===== config.mk =====
export PLATFORM = sky130hd
export DESIGN_NAME = kdvfv_ctrl
export DESIGN_NICKNAME = d
export VERILOG_FILES = /design/src/rtl/kdvfv_pkg.sv /design/src/rtl/kdvfv_ctrl.sv
export SDC_FILE = /design/constraint.sdc
export NUM_CORES = 1
export LEC_CHECK = 0
export BUFFER_PORTS_ARGS = -buffer_cell sky130_fd_sc_hd__buf_2
export CORE_MARGIN = 10
export CORE_UTILIZATION = 42
export DETAILED_ROUTE_END_ITERATION = 8
export GPL_ROUTABILITY_DRIVEN = 0
export SYNTH_ARGS = -nofsm -noshare
export SYNTH_HDL_FRONTEND = slang
export SYNTH_SLANG_ARGS = --single-unit

===== constraint.sdc =====
create_clock -name clk_i -period 2.9 [get_ports clk_i]
set_clock_uncertainty 0.2 [all_clocks]
set_input_delay 0.58 -clock clk_i [delete_from_list [all_inputs] [get_ports clk_i]]
set_output_delay 0.58 -clock clk_i [all_outputs]
set_load 0.05 [all_outputs]

===== src/rtl/kdvfv_pkg.sv =====
// shared constants, types and codes for the kdv finite volume sweep block
// no dependencies; every other file of the block uses this package

package kdvfv_pkg;

  // grid geometry
  localparam int MAX_POINTS = 4096;
  localparam int MIN_POINTS = 6;
  localparam int POS_W      = $clog2(MAX_POINTS);
  localparam int CNT_W      = POS_W + 1;
  localparam int GP_W       = 13;
  localparam int IDX_W      = 12;
  localparam int FIRST_POS  = 4;

  // fixed point data
  localparam int DATA_W = 32;

  // configuration port
  localparam int CFG_IDX_W = 3;
  localparam logic [CFG_IDX_W-1:0] CFG_GRID_POINTS = 3'd0;
  localparam logic [CFG_IDX_W-1:0] CFG_COURANT     = 3'd1;
  localparam logic [CFG_IDX_W-1:0] CFG_DIFFUSION   = 3'd2;
  localparam logic [CFG_IDX_W-1:0] CFG_DISPERSION  = 3'd3;

  localparam logic [GP_W-1:0]   RST_GRID_POINTS = 13'd201;
  localparam logic [DATA_W-1:0] RST_COURANT     = 32'd32768;
  localparam logic [DATA_W-1:0] RST_DIFFUSION   = 32'd65536;
  localparam logic [DATA_W-1:0] RST_DISPERSION  = 32'd327680000;

  // datapath widths
  localparam int S2_W   = DATA_W + 2;   // second difference
  localparam int D3_W   = DATA_W + 4;   // third difference
  localparam int MA_W   = 37;           // multiplier operand a, signed
  localparam int MB_W   = DATA_W + 1;   // multiplier operand b, signed
  localparam int PROD_W = MA_W + MB_W;
  localparam int G_W    = 70;           // flux difference accumulator
  localparam int GLO_W  = 35;           // low slice of flux difference
  localparam int ACC_W  = 110;          // result accumulator

  // scaling shifts
  localparam int SH_DIFF = 2;
  localparam int SH_DISP = 18;
  localparam int SH_GHI  = GLO_W;
  localparam int SH_OUT  = 34;

  // multiply-accumulate sequence length
  localparam int STEP_W = 3;
  localparam logic [STEP_W-1:0] STEP_LAST = 3'd6;

  typedef struct packed {
    logic [GP_W-1:0]   grid_points;
    logic [DATA_W-1:0] courant_ratio;
    logic [DATA_W-1:0] diffusion_coeff;
    logic [DATA_W-1:0] dispersion_coeff;
  } cfg_t;

  typedef enum logic [2:0] {
    MUL_UP_SQ,
    MUL_UM1_SQ,
    MUL_K_S2,
    MUL_D_D3,
    MUL_C_GLO,
    MUL_C_GHI
  } mul_sel_e;

  typedef enum logic [2:0] {
    ACC_NONE,
    ACC_G_ADD,
    ACC_G_SUB,
    ACC_G_SUB4,
    ACC_T_SUB_DISP,
    ACC_T_SUB_GLO,
    ACC_T_SUB_GHI
  } acc_op_e;

  typedef enum logic {
    VAL_RESULT,
    VAL_SAMPLE
  } val_sel_e;

  typedef struct packed {
    logic     load;
    mul_sel_e mul_sel;
    acc_op_e  acc_op;
    logic     finish;
    val_sel_e val_sel;
  } dp_cmd_t;

endpackage


===== src/rtl/kdvfv_ctrl.sv =====
// controller: grid position, multiply-accumulate sequencing and result emission
// depends on kdvfv_pkg

module kdvfv_ctrl (
  input  logic                          clk_i,
  input  logic                          rst_ni,
  input  logic [kdvfv_pkg::GP_W-1:0]    grid_points_i,
  input  logic                          in_valid_i,
  output logic                          in_ready_o,
  output logic                          out_valid_o,
  input  logic                          out_ready_i,
  output logic [kdvfv_pkg::IDX_W-1:0]   point_index_o,
  output logic                          sweep_end_o,
  output kdvfv_pkg::dp_cmd_t            cmd_o
);
  import kdvfv_pkg::*;

  typedef enum logic [1:0] {
    S_IDLE,
    S_CALC,
    S_FIN,
    S_EMIT
  } state_e;

  state_e           state_q;
  logic [POS_W-1:0] pos_q;
  logic [STEP_W-1:0] step_q;
  logic [2:0]       emit_q;
  logic             last_q;
  logic [IDX_W-1:0] idx_q;
  logic             end_q;
  val_sel_e         sel_q;

  logic [CNT_W-1:0] n;
  logic             last;
  logic             in_fire;
  logic             out_fire;

  // clamped grid size and end-of-sweep test
  always_comb begin
    if (grid_points_i < GP_W'(MIN_POINTS)) begin
      n = CNT_W'(MIN_POINTS);
    end else if (32'(grid_points_i) > 32'(MAX_POINTS)) begin
      n = CNT_W'(MAX_POINTS);
    end else begin
      n = CNT_W'(grid_points_i);
    end
    last     = {1'b0, pos_q} >= (n - CNT_W'(1));
    in_fire  = in_valid_i && in_ready_o;
    out_fire = out_valid_o && out_ready_i;
  end

  assign in_ready_o    = (state_q == S_IDLE);
  assign out_valid_o   = (state_q == S_EMIT);
  assign point_index_o = idx_q;
  assign sweep_end_o   = end_q;

  // datapath command for the current step
  always_comb begin
    cmd_o.load    = in_fire;
    cmd_o.mul_sel = MUL_UP_SQ;
    cmd_o.acc_op  = ACC_NONE;
    cmd_o.finish  = (state_q == S_FIN);
    cmd_o.val_sel = sel_q;
    if (state_q == S_CALC) begin
      unique case (step_q)
        3'd0: begin
          cmd_o.mul_sel = MUL_UP_SQ;
          cmd_o.acc_op  = ACC_NONE;
        end
        3'd1: begin
          cmd_o.mul_sel = MUL_UM1_SQ;
          cmd_o.acc_op  = ACC_G_ADD;
        end
        3'd2: begin
          cmd_o.mul_sel = MUL_K_S2;
          cmd_o.acc_op  = ACC_G_SUB;
        end
        3'd3: begin
          cmd_o.mul_sel = MUL_D_D3;
          cmd_o.acc_op  = ACC_G_SUB4;
        end
        3'd4: begin
          cmd_o.mul_sel = MUL_C_GLO;
          cmd_o.acc_op  = ACC_T_SUB_DISP;
        end
        3'd5: begin
          cmd_o.mul_sel = MUL_C_GHI;
          cmd_o.acc_op  = ACC_T_SUB_GLO;
        end
        3'd6: begin
          cmd_o.mul_sel = MUL_C_GHI;
          cmd_o.acc_op  = ACC_T_SUB_GHI;
        end
        default: begin
          cmd_o.mul_sel = MUL_UP_SQ;
          cmd_o.acc_op  = ACC_NONE;
        end
      endcase
    end
  end

  // state, position and result labels
  always_ff @(posedge clk_i or negedge rst_ni) begin
    if (!rst_ni) begin
      state_q <= S_IDLE;
      pos_q   <= '0;
      step_q  <= '0;
      emit_q  <= '0;
      last_q  <= 1'b0;
      idx_q   <= '0;
      end_q   <= 1'b0;
      sel_q   <= VAL_RESULT;
    end else begin
      unique case (state_q)
        S_IDLE: begin
          if (in_fire) begin
            pos_q <= last ? '0 : pos_q + POS_W'(1);
            if (pos_q >= POS_W'(FIRST_POS)) begin
              last_q  <= last;
              idx_q   <= last ? IDX_W'(n - CNT_W'(2)) : IDX_W'(pos_q - POS_W'(1));
              end_q   <= 1'b0;
              sel_q   <= VAL_RESULT;
              emit_q  <= '0;
              step_q  <= '0;
              state_q <= S_CALC;
            end
          end
        end
        S_CALC: begin
          step_q <= step_q + STEP_W'(1);
          if (step_q == STEP_LAST) begin
            state_q <= S_FIN;
          end
        end
        S_FIN: begin
          state_q <= S_EMIT;
        end
        S_EMIT: begin
          if (out_fire) begin
            if (!last_q || end_q) begin
              state_q <= S_IDLE;
            end else begin
              emit_q <= emit_q + 3'd1;
              // end of sweep: copy of the last interior point, then boundary
              case (emit_q)
                3'd0: begin
                  idx_q <= idx_q + IDX_W'(1);
                  sel_q <= VAL_RESULT;
                end
                3'd1: begin
                  idx_q <= IDX_W'(0);
                  sel_q <= VAL_SAMPLE;
                end
                3'd2: begin
                  idx_q <= IDX_W'(1);
                  sel_q <= VAL_SAMPLE;
                end
                default: begin
                  idx_q <= IDX_W'(2);
                  sel_q <= VAL_SAMPLE;
                  end_q <= 1'b1;
                end
              endcase
            end
          end
        end
        default: state_q <= S_IDLE;
      endcase
    end
  end

endmodule


==> impl_results.md <==
* Result of the run: complete, but fails checks
* Violations in the final reports: setup timing
* First DRT Iteration DRCs at 372
* Avg Cell Area, Syn at 7.76 sq um
* Placement row count at 32
* Number of optimization iterations in the first detailed-route pass at 5
* Period utilisation layout at 123%
* Area of the core region at 7810 sq um
* Distinct cell type count of the synthesized netlist at 62
* CP delay by family, top: simple AND/OR/NAND/NOR gates
* Main synth FF type: sky130_fd_sc_hd__dfrtp_1
* Die outline width at 110 microns
* Clock network latency to the later pin of the worst-skew pair at 300 ps
* Share of synthesized registers carrying an async set or reset at 100%
* Count of pins over their slew limit at 0
* Non-Filler Instances at 637
* Maximum clock insertion buffer count at 2
* Standard cell with the maximum stage delay on the critical path: sky130_fd_sc_hd__or4_4
* PnR worst setup slack at -679 ps
* Overall die height at 110 microns
* Endpoint required time on the critical path at 2900 ps
* Portion of the post-synthesis area used by sequential elements at 25.7%
* Worst setup timing slack at the placement stage at -1100 ps
* Warnings from Yosys at 0
* Vias per inst at 5.82
* Clock Pin Slew Worst Setup and Hold Paths at 90 ps
* Port Buffers at 40
* Antenna Cells at 0
* Area of all placed cells without fillers at 4700 sq um
* Number of vias after detailed routing at 3707
* Critical-path maximum fanout at 5
* Worst flop-to-flop path startpoint: pos_q[0]
* Total Die Area at 12100 sq um
* Most used cell along the critical path: sky130_fd_sc_hd__or4_4
* Cell Area, Placed at 4170 sq um
* Critical Path, Cell by Cell: buf_2 -> buf_6 -> or3_4 -> or4_4 -> o21ai_2 -> nand2_1 -> xor2_1 -> ha_1 -> nand3_1 -> a21oi_2 -> a221o_1 -> a31oi_4 -> buf_12 -> buf_4 -> or4_4 -> o311ai_4
* Crit path largest cell delay at 440 ps
* Leak pwr at 2.07 nW
* Count of maximum capacitance violations at 0
* Cell Area, Synth at 3410 sq um
* Slew headroom at 46.6%
* Peak Freq at 279 MHz
* Share of layout cells above drive strength 1 at 35.3%
* Initial antenna violation count at 0
* Startpoint class of the critical path: input pin
* Type of the worst setup path: input pin to flip-flop
* Initial cell density of the core at 43.7%
* DRC violation count after routing at 0
* Unrepaired setup endpoints after global routing: yes
* CTS tree: built
* H-tree level count at 2
* Pwr dens at 830 nW/um^2
* Critical path capture point type: flip-flop
* Placed Cells incl. Taps at 617
* Wire length of the first global-routing pass at 17500 microns
* Worst path buffer plus inverter count at 4
* Worst vdd rail ir drop at 0.409 mV
* Time the worst path needs with I/O delays and setup at 3580 ps
* Via count of the first global-routing pass at 3533
* Average wire per cell in the routed design at 17.3 microns
* Global-route congestion overflow total at 0
* Area delta synth->final at 37.8%
* Total Wirelength at 11000 microns
* Slew at the pin closest to its max-slew limit at 801 ps
* Instance count of the mapped netlist at 439
* Number of flops mapped to enable cells by yosys at 0
* Global router's overall resource usage at 17.7%
* Remaining antenna violation count at 0
* Count of state elements after synthesis at 35
* Total number of clock tree sinks at 35
* Detailed placement HPWL at 8190 microns
* Final-report setup violation count at 25
* Synthesized net count at 487
* Count of endpoints failing hold in the final timing report at 0
* Root buf cell: sky130_fd_sc_hd__clkbuf_8
* Maximum number of pins on one net before global-route repair at 36
* IO Pins at 41
* Fin nets at 582
* Path class of the lowest-slack min-delay path: input pin to asynchronous set/reset pin
* Crit path DAT at 3580 ps
* Timing startpoint of the critical path: grid_points_i[4]
* CTS Buf Count at 5
==> sequential cells by signal, indices dropped and copies added (netlist names) <==
name,cells
point_index_o,12
pos_q,12
emit_q,3
sweep_end_o,1
state_q,2
sel_q,1
step_q,3
last_q,1
==> logic make-up after synthesis <==
logic type | after synthesis | share of synthesized area [%]
buffers and inverters | 48 | 6.06
XOR/XNOR | 20 | 5.14
multiplexers | 5 | 1.51
flip-flops | 35 | 25.7
AND/OR/NAND/NOR | 169 | 25.4
adder cells (fa/ha/maj) | 31 | 11.4
AO/OA/AOI/OAI | 131 | 24.8
==> synthesized netlist by cell type (all sizes together), types with 2 or more instances <==
master  count  area (sq um)
and3        5          31.3
dfrtp      35           876
o21a        3          22.5
xor2        8          70.1
a22o        3          26.3
nor4        6          67.6
inv        19          71.3
and3b       2          17.5
a21oi      31           159
or2         3          18.8
or4         6          52.6
a221o       3          30.0
o22ai       4          25.0
nor3       19          95.1
nand2      52           195
nand4       5          31.3
clkbuf     18          67.6
o311ai      2          17.5
xnor2      12           105
a31o        4          35.0
o21ai      42           210
o31ai       3          22.5
a21o        3          22.5
o41ai       2          17.5
and2        2          12.5
nor2       29           109
a211o       2          17.5
a41oi       2          17.5
a32oi       2          17.5
ha         31           388
or3         5          31.3
mux2i       4          40.0
buf        11          67.6
nand2b      4          25.0
a31oi       3          18.8
a22oi       6          45.0
o211ai      6          45.0
nor2b       7          43.8
nand3      19          95.1
==> through the flow <==
stage	hold slack, ps	TNS (ps)	util, %	power (mW)
3_3_place_gp	264	-21900	53.3	3.15
4_1_cts	195	-14110	58.4	3.79
6_report	161	-13810	60.1	3.90
5_1_grt	218	-17670	60.1	4.19
2_1_floorplan	84.4	-20980	-	2.54
3_5_place_dp	299	-24590	53.3	3.20
==> final timing paths <==
| check | slack, ps | end | cells past startpoint |
|---|---|---|---|
| setup / recovery | -680 | point_index_o[0] | 16 |
| max in group asynchronous | 1820 | pos_q[3] | 1 |
| hold / removal | 160 | point_index_o[5] | 1 |
| min in group clk_i | 300 | sel_q | 2 |
| setup reg to reg | 260 | point_index_o[11] | 9 |
| hold reg to reg | 300 | sel_q | 2 |
==> placed cells by master (no fill, tap or decap), types with 3 or more instances in the layout <==
master                     instances
sky130_fd_sc_hd__nor2b_1           7
sky130_fd_sc_hd__ha_1             25
sky130_fd_sc_hd__a22o_1            3
sky130_fd_sc_hd__o21ai_0          33
sky130_fd_sc_hd__clkbuf_8          5
sky130_fd_sc_hd__nor3_2            3
sky130_fd_sc_hd__o21ai_1           3
sky130_fd_sc_hd__buf_4            68
sky130_fd_sc_hd__ha_4              5
sky130_fd_sc_hd__nand2_2           6
sky130_fd_sc_hd__o211ai_1          6
sky130_fd_sc_hd__dfrtp_1          35
sky130_fd_sc_hd__mux2i_1           4
sky130_fd_sc_hd__buf_2            36
sky130_fd_sc_hd__or4_4             6
sky130_fd_sc_hd__buf_6             9
sky130_fd_sc_hd__a221o_1           3
sky130_fd_sc_hd__a21oi_1          19
sky130_fd_sc_hd__nand2_1          46
sky130_fd_sc_hd__inv_1            19
sky130_fd_sc_hd__nor3_1           15
sky130_fd_sc_hd__or3_1             3
sky130_fd_sc_hd__nor4_1            4
sky130_fd_sc_hd__o22ai_1           4
sky130_fd_sc_hd__nor2_1           29
sky130_fd_sc_hd__xor2_1            8
sky130_fd_sc_hd__nand4_1           5
sky130_fd_sc_hd__a22oi_1           6
sky130_fd_sc_hd__a21oi_2          11
sky130_fd_sc_hd__xnor2_1          12
sky130_fd_sc_hd__a21o_1            3
sky130_fd_sc_hd__nand3_1          17
sky130_fd_sc_hd__nand2b_1          4
sky130_fd_sc_hd__and3_1            3
sky130_fd_sc_hd__a31o_2            3
sky130_fd_sc_hd__o21ai_2           5
==> what timing repair did <==
action	in CTS	in global routing
setup buffers	8	5
hold buffers	0	0
cloned	1	0
gates resized for setup	47	25
endpoints found under the setup margin	25	25
pin swaps	36	25
==> area by class of cell <==
cell class                      count  area (sq um)
Clock buffer                        5          68.8
Multi-Input combinational cell    356          2650
Sequential cell                    35           876
Tap cell                          102           128
Timing Repair Buffer              117           862
Inverter                           19          71.3
Clock inverter                      3          43.8
Fill cell                         693          3110
==> per-layer routing <==
metal  vias to the layer above  wire, microns  GRT usage, %
met1                      1758           4860          23.0
li1                       1799              -             -
met3                        25            589          2.26
met2                       125           5390          30.2
met4                         0            191          4.55
met5                         -              0             0
==> power by group <==
part / leakage [nW] / switching (mW) / internal [mW]
Combinational: 1.58 / 1.57 / 0.974
Clock: 0.0581 / 0.200 / 0.256
Sequential: 0.432 / 0.233 / 0.668
Total: 2.07 / 2.00 / 1.90
Power figures use the tool's default switching activity.
