--- src/rtl/kdvfv_pkg.sv ---
// shared constants, types and codes for the kdv finite volume sweep block
// no dependencies; every other file of the block uses this package

package kdvfv_pkg;

  // grid geometry
  localparam int MAX_POINTS = 4096;
  localparam int MIN_POINTS = 6;
  localparam int POS_W      = $clog2(MAX_POINTS);
  localparam int CNT_W      = POS_W + 1;
  localparam int GP_W       = 13;
  localparam int IDX_W      = 12;
  localparam int FIRST_POS  = 4;

  // fixed point data
  localparam int DATA_W = 32;

  // configuration port
  localparam int CFG_IDX_W = 3;
  localparam logic [CFG_IDX_W-1:0] CFG_GRID_POINTS = 3'd0;
  localparam logic [CFG_IDX_W-1:0] CFG_COURANT     = 3'd1;
  localparam logic [CFG_IDX_W-1:0] CFG_DIFFUSION   = 3'd2;
  localparam logic [CFG_IDX_W-1:0] CFG_DISPERSION  = 3'd3;

  localparam logic [GP_W-1:0]   RST_GRID_POINTS = 13'd201;
  localparam logic [DATA_W-1:0] RST_COURANT     = 32'd32768;
  localparam logic [DATA_W-1:0] RST_DIFFUSION   = 32'd65536;
  localparam logic [DATA_W-1:0] RST_DISPERSION  = 32'd327680000;

  // datapath widths
  localparam int S2_W   = DATA_W + 2;   // second difference
  localparam int D3_W   = DATA_W + 4;   // third difference
  localparam int MA_W   = 37;           // multiplier operand a, signed
  localparam int MB_W   = DATA_W + 1;   // multiplier operand b, signed
  localparam int PROD_W = MA_W + MB_W;
  localparam int G_W    = 70;           // flux difference accumulator
  localparam int GLO_W  = 35;           // low slice of flux difference
  localparam int ACC_W  = 110;          // result accumulator

  // scaling shifts
  localparam int SH_DIFF = 2;
  localparam int SH_DISP = 18;
  localparam int SH_GHI  = GLO_W;
  localparam int SH_OUT  = 34;

  // multiply-accumulate sequence length
  localparam int STEP_W = 3;
  localparam logic [STEP_W-1:0] STEP_LAST = 3'd6;

  typedef struct packed {
    logic [GP_W-1:0]   grid_points;
    logic [DATA_W-1:0] courant_ratio;
    logic [DATA_W-1:0] diffusion_coeff;
    logic [DATA_W-1:0] dispersion_coeff;
  } cfg_t;

  typedef enum logic [2:0] {
    MUL_UP_SQ,
    MUL_UM1_SQ,
    MUL_K_S2,
    MUL_D_D3,
    MUL_C_GLO,
    MUL_C_GHI
  } mul_sel_e;

  typedef enum logic [2:0] {
    ACC_NONE,
    ACC_G_ADD,
    ACC_G_SUB,
    ACC_G_SUB4,
    ACC_T_SUB_DISP,
    ACC_T_SUB_GLO,
    ACC_T_SUB_GHI
  } acc_op_e;

  typedef enum logic {
    VAL_RESULT,
    VAL_SAMPLE
  } val_sel_e;

  typedef struct packed {
    logic     load;
    mul_sel_e mul_sel;
    acc_op_e  acc_op;
    logic     finish;
    val_sel_e val_sel;
  } dp_cmd_t;

endpackage

--- src/rtl/kdvfv_cfg.sv ---
// configuration register file: grid size and the three Q16.16 coefficients
// depends on kdvfv_pkg

module kdvfv_cfg (
  input  logic                               clk_i,
  input  logic                               rst_ni,
  input  logic                               cfg_we_i,
  input  logic [kdvfv_pkg::CFG_IDX_W-1:0]    cfg_idx_i,
  input  logic [kdvfv_pkg::DATA_W-1:0]       cfg_data_i,
  output kdvfv_pkg::cfg_t                    cfg_o
);
  import kdvfv_pkg::*;

  cfg_t cfg_q;

  // register writes, unknown index ignored
  always_ff @(posedge clk_i or negedge rst_ni) begin
    if (!rst_ni) begin
      cfg_q.grid_points      <= RST_GRID_POINTS;
      cfg_q.courant_ratio    <= RST_COURANT;
      cfg_q.diffusion_coeff  <= RST_DIFFUSION;
      cfg_q.dispersion_coeff <= RST_DISPERSION;
    end else if (cfg_we_i) begin
      unique case (cfg_idx_i)
        CFG_GRID_POINTS: cfg_q.grid_points      <= cfg_data_i[GP_W-1:0];
        CFG_COURANT:     cfg_q.courant_ratio    <= cfg_data_i;
        CFG_DIFFUSION:   cfg_q.diffusion_coeff  <= cfg_data_i;
        CFG_DISPERSION:  cfg_q.dispersion_coeff <= cfg_data_i;
        default: ;
      endcase
    end
  end

  assign cfg_o = cfg_q;

endmodule

--- config.mk ---
export PLATFORM = sky130hd
export DESIGN_NAME = kdvfv_cfg
export DESIGN_NICKNAME = d
export VERILOG_FILES = /design/src/rtl/kdvfv_pkg.sv /design/src/rtl/kdvfv_cfg.sv
export SDC_FILE = /design/constraint.sdc
export NUM_CORES = 1
export LEC_CHECK = 0
export BUFFER_PORTS_ARGS = -buffer_cell sky130_fd_sc_hd__buf_2
export CAP_MARGIN = 20
export CORE_MARGIN = 2
export CORE_UTILIZATION = 23
export CTS_CLUSTER_DIAMETER = 150
export DETAILED_ROUTE_END_ITERATION = 16
export PLACE_DENSITY = 0.43
export SLEW_MARGIN = 20
export SYNTH_ARGS = -nofsm -noshare
export SYNTH_HDL_FRONTEND = slang
export SYNTH_SLANG_ARGS = --single-unit
export TNS_END_PERCENT = 100
--- constraint.sdc ---
create_clock -name clk_i -period 0.8 [get_ports clk_i]
set_input_delay 0.16 -clock clk_i [delete_from_list [all_inputs] [get_ports clk_i]]
set_output_delay 0.16 -clock clk_i [all_outputs]
set_load 0.01 [all_outputs]
==> results.json, run 1 <==
{
  "hold_slack_ns": 0.0748,
  "ys_seq_area_share_pct": 65.6,
  "rr_endpoint": "cfg_o[75]",
  "wl_um": 12800,
  "slowest_delay_ns": 0.55,
  "grt_max_degree": 52,
  "largest_reg_flops": 109,
  "r2r-start": "cfg_o[75]",
  "synth-edff-count": 0,
  "rr_worst_depth": 3,
  "crit_fanout": 2,
  "ios": 147,
  "crit_family": "flip-flops",
  "use_met2_pct": 20.1,
  "grt_pass1_vias": 3130,
  "slew_viol_final": 0,
  "diodes": 0,
  "met3_usage_pct": 4.56,
  "design.core.area_um2": 17900,
  "outcome": "finished with violations",
  "fp.dieH_um": 139,
  "cts-root-buf": "clkbuf_16",
  "synth_area_leaders": "dfrtp_1, mux2_1, mux2_2",
  "drc_errors": 0,
  "violations": "setup timing",
  "multi_input_comb_area_um2": 1720,
  "max-slew-margin-rel_pct": 79.4,
  "critPathSlowestCell": "dfstp_2",
  "clock_sinks": 109,
  "clock_skew_ns": 0,
  "rrSetupSlack_ns": -0.21,
  "finalNetCount": 526,
  "netlist_instances": 234,
  "clkTransAtPathRegs_ns": 0.07,
  "min_path_cells": 2,
  "busiest_layer": "met2",
  "period_needed_ns": 1.16,
  "path_class": "register to output port",
  "area_growth_pct": 72.2,
  "cap_violations": 0,
  "h-tree-depth": 3,
  "final_cells": 722,
  "period_share_pct": 145,
  "place_congestion": 0.721,
  "numCtsBuffers": 9,
  "vdd_drop_max_mv": 1.55,
  "rsz0062_at_grt": "true",
  "cp.arrival_ns": 1.00,
  "setup_viol": 218,
  "crit_cells": 1,
  "placed_cell_area_um2": 5560,
  "ys.flop_type": "dfrtp_1",
  "initial_core_util_pct": 23.3,
  "worst_pin_slew_ns": 0.309,
  "critPathCaptureType": "output port",
  "die_w_um": 139,
  "async_reset_ff_share_pct": 100,
  "post-route-util_pct": 40.2,
  "p_leak_nw": 3.63,
  "drtIter0Drc": 57,
  "tritoncts": "done",
  "synth_most_common_cell": "dfrtp_1",
  "dr_total_vias": 2932,
  "yosysWarnings": 0,
  "netlist_area_um2": 4180,
  "p_per_area_nw_per_um2": 2560,
  "antenna_found_initial": 0,
  "synth_seq_cells": 109,
  "grt_pass1_wl_um": 19400,
  "yosysUniqueCellTypes": 10,
  "grtUsageTotal_pct": 13.3,
  "setup_slack_ns": -0.360,
  "hp-start": "cfg_data_i[23]",
  "fill_cells": 1717,
  "place.port_buffers": 146,
  "worstPathRequired_ns": 0.64,
  "cts.path.max_buffers": 2,
  "synth_common_cells": "dfrtp_1, mux2_1, mux2_2",
  "drt-pass1-iter-count": 4,
  "drt-vias-per-instance": 4.06,
  "final_hold_viol_count": 0,
  "grt.met1_usage_pct": 18.2,
  "post-place-cells": 612,
  "dp_hpwl_um": 7250,
  "synth_top_cell_by_area": "dfrtp_1",
  "insertion_delay_ns": 0.35,
  "seqCellArea_um2": 2740,
  "yosys.area.top_type_share_pct": 58.7,
  "crit_path_cell_trace": "buf_6",
  "holdCritPathClass": "input pin to register",
  "std_cell_rows": 49,
  "crit_buf_inv": 1,
  "syn_nets": 272,
  "routedWlPerCell_um": 17.7,
  "die-area_um2": 19300,
  "gr-total-overflow": 0,
  "max_freq_ghz": 0.862,
  "worst_hold_path.endpoint": "cfg_o[87]",
  "final_antenna_net_count": 0,
  "design_area_um2": 7190,
  "syn_avg_cell_area_um2": 17.9,
  "crit_path_start_kind": "register",
  "layout-drive-gt1-share_pct": 79.5
}
## worst max-delay path by stage
stage               slack, ns    endpoint    startpoint
floorplan               -0.37   cfg_o[33]  cfg_idx_i[2]
global placement        -0.68   cfg_o[95]  cfg_idx_i[2]
detailed placement      -0.70   cfg_o[64]  cfg_idx_i[2]
CTS                     -0.39  cfg_o[102]    cfg_o[102]
global route            -0.41  cfg_o[103]    cfg_o[103]
finish                  -0.36   cfg_o[99]     cfg_o[99]
## cell type report
class	count	share of cell area [%]
well taps	229	3.98
multi-input cells	113	23.9
clock buffers	12	3.57
clock inverters	4	0.765
repair buffers	255	29.7
flip-flops and latches	109	38.1
## cells by family after synthesis
| group | Yosys count | synth area share, % |
|---|---|---|
| AND/OR/NAND/NOR | 4 | 1.26 |
| buffers and inverters | 12 | 3.77 |
| flip-flops | 109 | 65.6 |
| multiplexers | 109 | 29.4 |
## through the flow
| stage | setup WS, ns | TNS, ns | power [mW] |
|---|---|---|---|
| detailed placement | -0.696 | -64.93 | 11.7 |
| global placement | -0.675 | -63.94 | 11.6 |
| CTS | -0.386 | -54.11 | 18.0 |
| floorplan | -0.371 | -35.14 | 9.75 |
| finish | -0.360 | -52.13 | 18.4 |
| global route | -0.408 | -59.19 | 19.4 |
## metal layers
metal | routed length [um] | share of wire (%)
met5 | 0 | 0
met4 | 148 | 1.2
met3 | 843 | 6.6
met2 | 5840 | 46
met1 | 5980 | 47
## power breakdown
part           leakage [nW]  total, mW  switching (mW)  internal [mW]
clock                 0.149       4.70            2.07           2.62
sequential             1.29       7.57           0.754           6.82
combinational          2.19       6.13            2.08           4.05
## timing repair
action,4_1_cts,5_1_grt
pin swaps,2,2
buffers inserted,59,36
gates resized for setup,97,26
hold buffers,1,0
hold endpoints to repair,98,0
endpoints found under the setup margin,218,218
cloned,9,0
## cells in the final DEF (no fill, tap or decap)
master,n
buf_8,5
nor4b_4,1
clkinv_4,1
buf_6,47
dfstp_2,11
nand4b_1,1
clkbuf_1,1
clkinvlp_4,1
dfrtp_1,98
clkbuf_16,10
buf_16,3
nor4bb_4,2
buf_4,79
inv_6,1
buf_12,15
buf_2,104
bufinv_16,1
mux2_4,109
dlygate4sd3_1,1
clkbuf_8,2
No activity file was read; power rests on OpenSTA's default activity.
==> inputs of run 2 (changes only) <==
--- a/config.mk
+++ b/config.mk
@@ -7,11 +7,13 @@
 export LEC_CHECK = 0
 export BUFFER_PORTS_ARGS = -buffer_cell sky130_fd_sc_hd__buf_2
 export CAP_MARGIN = 20
+export CELL_PAD_IN_SITES_DETAIL_PLACEMENT = 1
+export CELL_PAD_IN_SITES_GLOBAL_PLACEMENT = 1
 export CORE_MARGIN = 2
 export CORE_UTILIZATION = 23
 export CTS_CLUSTER_DIAMETER = 150
 export DETAILED_ROUTE_END_ITERATION = 16
-export PLACE_DENSITY = 0.43
+export PLACE_DENSITY = 0.5
 export SLEW_MARGIN = 20
 export SYNTH_ARGS = -nofsm -noshare
 export SYNTH_HDL_FRONTEND = slang
==> results.json, run 2 (synthesis gave the netlist of run 1 again) <==
{
  "outcome": "finished with violations",
  "violations": "setup timing",
  "design_area_um2": 7120,
  "fp.dieH_um": 139,
  "cap_violations": 0,
  "place_ws_ns": -0.777,
  "area_growth_pct": 70.3,
  "cts.path.max_buffers": 2,
  "place.port_buffers": 146,
  "crit_path_start_kind": "register",
  "wl_um": 12500,
  "place_congestion": 0.703,
  "critPathSlowestCell": "dfstp_2",
  "grt_pass1_vias": 3164,
  "path_class": "register to output port",
  "clkTransAtPathRegs_ns": 0.07,
  "holdCritPathClass": "input pin to register",
  "worstPathRequired_ns": 0.64,
  "grt_pass1_wl_um": 19300,
  "max_freq_ghz": 0.854,
  "crit_fanout": 2,
  "cp.arrival_ns": 1.01,
  "layout-drive-gt1-share_pct": 79.6,
  "fin_tns_setup_ns": -49.26,
  "p_leak_nw": 3.60,
  "grt_max_degree": 42,
  "rsz0062_at_grt": "true",
  "tritoncts": "done",
  "gr-total-overflow": 0,
  "final_hold_viol_count": 0,
  "drt-vias-per-instance": 4.06,
  "crit_buf_inv": 1,
  "largest_reg_flops": 109,
  "mostFrequentLayoutCells": "mux2_4, buf_2, dfrtp_1",
  "max-slew-margin-rel_pct": 75.9,
  "crit_path_cell_trace": "buf_6",
  "dr_total_vias": 2917,
  "drtIter0Drc": 84,
  "insertion_delay_ns": 0.35,
  "setup_slack_ns": -0.371,
  "routedWlPerCell_um": 17.4,
  "design.core.area_um2": 17900,
  "worst_pin_slew_ns": 0.361,
  "period_needed_ns": 1.17,
  "clock_skew_ns": 0,
  "period_share_pct": 146,
  "diodes": 0,
  "drt-pass1-iter-count": 4,
  "clock_sinks": 109,
  "vdd_drop_max_mv": 1.02,
  "slew_viol_final": 0,
  "antenna_found_initial": 0,
  "h-tree-depth": 3,
  "dp_hpwl_um": 8010,
  "ios": 147,
  "finalNetCount": 522,
  "drc_errors": 0,
  "slowest_delay_ns": 0.56,
  "std_cell_rows": 49,
  "die-area_um2": 19300,
  "initial_core_util_pct": 23.3,
  "critPathCaptureType": "output port",
  "numCtsBuffers": 9,
  "die_w_um": 139,
  "p_per_area_nw_per_um2": 2500,
  "grtUsageTotal_pct": 13.1,
  "placed_cell_area_um2": 5610,
  "cts-root-buf": "clkbuf_16",
  "crit_family": "flip-flops",
  "setup_viol": 214,
  "final_antenna_net_count": 0
}
## run 2: stage by stage
stage / util [%] / total power, mW / std cells / hold slack [ns]
3_5_place_dp: 31.3 / 11.7 / 620 / 0.0224
4_1_cts: 37.9 / 17.4 / 688 / 0.0514
3_3_place_gp: 31.3 / 11.7 / 620 / 0.0253
6_report: 39.8 / 17.8 / 718 / 0.0693
2_1_floorplan: - / 9.75 / 234 / -0.136
5_1_grt: 39.8 / 18.7 / 718 / 0.0585
## run 2: layer usage
metal	routed length, um	vias up	track usage [%]
met5	0	-	0
met4	177	0	4.47
met3	941	13	4.63
met2	5400	100	18.8
met1	5980	1478	18.2
li1	-	1326	-
## run 2: where the power goes
group          internal, mW  leakage [nW]  switching, mW  total [mW]
Clock                  2.13         0.136           2.11        4.24
Sequential             6.82          1.29          0.781        7.60
Combinational          3.89          2.17           2.05        5.94
Total                  12.8          3.60           4.94        17.8
## run 2: final timing paths
kind | cells after the start | start | to | slack, ns
min reg2reg | 1 | cfg_o[8] | cfg_o[8] | 0.51
min in group asynchronous | 2 | rst_ni | cfg_o[101] | 0.19
max in group asynchronous | 3 | rst_ni | cfg_o[24] | 0.06
max | 1 | cfg_o[103] | cfg_o[103] | -0.37
min | 2 | cfg_data_i[26] | cfg_o[90] | 0.07
max reg2reg | 3 | cfg_o[78] | cfg_o[78] | -0.23
## run 2: layout make-up
cell class	instances	area [um^2]
Tap cell	229	287
Clock inverter	7	48.8
Sequential cell	109	2740
Multi-Input combinational cell	113	1720
Clock buffer	9	225
Timing Repair Buffer	251	2100
Fill cell	1879	10800
## run 2: what timing repair did
| action | CTS | global route |
|---|---|---|
| endpoints found under the hold margin | 99 | 0 |
| setup buffers | 45 | 31 |
| hold buffers | 1 | 0 |
| setup endpoints to repair | 218 | 218 |
| resized for setup | 94 | 21 |
| gates cloned | 6 | 0 |
| pin swaps | 3 | 2 |
==> inputs of run 3 (changes only) <==
--- a/config.mk
+++ b/config.mk
@@ -14,6 +14,7 @@
 export CTS_CLUSTER_DIAMETER = 150
 export DETAILED_ROUTE_END_ITERATION = 16
 export PLACE_DENSITY = 0.5
+export SKIP_CTS_REPAIR_TIMING = 1
 export SLEW_MARGIN = 20
 export SYNTH_ARGS = -nofsm -noshare
 export SYNTH_HDL_FRONTEND = slang
==> results.json, run 3 (synthesis gave the netlist of run 1 again) <==
{
  "seqPwrFrac_pct": 43.8,
  "holdCritPathClass": "input pin to register",
  "h-tree-depth": 3,
  "clock_skew_ns": 0,
  "design_area_um2": 6830,
  "grt_pass1_wl_um": 17600,
  "outcome": "finished with violations",
  "grt_pass1_vias": 2908,
  "diodes": 0,
  "netSwitchingPower_mw": 4.85,
  "grt_max_degree": 42,
  "place.port_buffers": 146,
  "drtIter0Drc": 56,
  "setup_slack_ns": -0.369,
  "grtUsageTotal_pct": 11.7,
  "max_freq_ghz": 0.856,
  "antenna_found_initial": 0,
  "area_growth_pct": 63.5,
  "period_needed_ns": 1.17,
  "placed_cell_area_um2": 5610,
  "clockPowerShare_pct": 24.3,
  "setup_viol": 214,
  "path_class": "register to output port",
  "numCtsBuffers": 9,
  "worst_pin_slew_ns": 0.305,
  "vdd_drop_max_mv": 0.938,
  "cap_violations": 0,
  "slowest_delay_ns": 0.56,
  "crit_path_cell_trace": "buf_6",
  "critPathCaptureType": "output port",
  "hp-start": "cfg_data_i[28]",
  "design.core.area_um2": 17900,
  "period_share_pct": 146,
  "worstPathRequired_ns": 0.64,
  "slew_viol_final": 0,
  "clkTransAtPathRegs_ns": 0.08,
  "std_cell_rows": 49,
  "initial_core_util_pct": 23.3,
  "ios": 147,
  "startpoint": "cfg_o[103]",
  "cts-root-buf": "clkbuf_16",
  "violations": "setup timing",
  "crit_fanout": 2,
  "tritoncts": "done",
  "insertion_delay_ns": 0.35,
  "gr-total-overflow": 0,
  "wl_um": 12400,
  "max-slew-margin-rel_pct": 79.7,
  "drt-vias-per-instance": 4.10,
  "cp.arrival_ns": 1.01,
  "switching_share_pct": 27.9,
  "final_common_cell": "buf_2",
  "dr_total_vias": 2836,
  "place_congestion": 0.703,
  "die-area_um2": 19300,
  "fp.dieH_um": 139,
  "p_leak_nw": 3.42,
  "critPathSlowestCell": "dfstp_2",
  "drt-pass1-iter-count": 4,
  "r2r-start": "cfg_o[64]",
  "clock_sinks": 109,
  "die_w_um": 139,
  "hold_slack_ns": 0.0715,
  "routedWlPerCell_um": 17.9,
  "p_per_area_nw_per_um2": 2540,
  "largest_reg_flops": 109,
  "crit_family": "flip-flops",
  "final_hold_viol_count": 0,
  "crit_buf_inv": 1,
  "final_antenna_net_count": 0,
  "rsz0062_at_grt": "true",
  "cts.path.max_buffers": 2,
  "p_int_mw": 12.5,
  "p_comb_share_pct": 31.9,
  "drc_errors": 0,
  "finalNetCount": 495,
  "mostFrequentLayoutCells": "buf_2, mux2_4, dfrtp_1",
  "layout-drive-gt1-share_pct": 78.4,
  "dp_hpwl_um": 8010,
  "crit_path_start_kind": "register"
}
## run 3: worst paths after layout
| path | endpoint | slack [ns] | cells after the start |
|---|---|---|---|
| setup / recovery | cfg_o[103] | -0.37 | 1 |
| hold / removal | cfg_o[60] | 0.07 | 2 |
| setup reg to reg | cfg_o[64] | -0.21 | 3 |
| hold reg to reg | cfg_o[27] | 0.51 | 1 |
| max in group asynchronous | cfg_o[24] | 0.06 | 3 |
| min in group asynchronous | cfg_o[101] | 0.19 | 2 |
## run 3: metal layers
metal | vias up | GRT usage [%] | part of all wire, %
li1 | 1269 | - | -
met1 | 1454 | 16.0 | 47
met2 | 100 | 16.7 | 44
met3 | 13 | 4.59 | 7.8
met4 | 0 | 4.47 | 1.4
met5 | - | 0 | 0
## run 3: through the flow
| stage | utilization [%] | power [mW] | instances | setup WS, ns | TNS [ns] |
|---|---|---|---|---|---|
| finish | 38.2 | 17.4 | 691 | -0.369 | -46.24 |
| global route | 38.2 | 18.3 | 691 | -0.405 | -52.25 |
| CTS | 32.9 | 16.1 | 636 | -0.401 | -56.79 |
| floorplan | - | 9.75 | 234 | -0.371 | -35.14 |
| detailed placement | 31.3 | 11.7 | 620 | -0.777 | -68.74 |
| global placement | 31.3 | 11.7 | 620 | -0.729 | -66.75 |
## run 3: layout make-up
cell class              count  area (um^2)
clock buffers               9          225
clock inverters             7         48.8
fillers                  1875        11100
multi-input cells         113         1700
flip-flops and latches    109         2740
well taps                 229          287
repair buffers            224         1830
## run 3: worst reg2reg max path, stage by stage, from the launching register on
cell	delay [ns]
dfrtp_1	0.39
buf_4	0.13
buf_4	0.12
mux2_4	0.26
## run 3: power by group through the flow
stage                     registers (mW)  logic (mW)  clock network (mW)
after floorplan                     8.11        1.64                   0
after detailed placement            7.61        4.13                   0
after global routing                7.77        5.92                4.63
after CTS                           7.54        4.14                4.40
after global placement              7.60        4.06                   0
final                               7.61        5.53                4.22
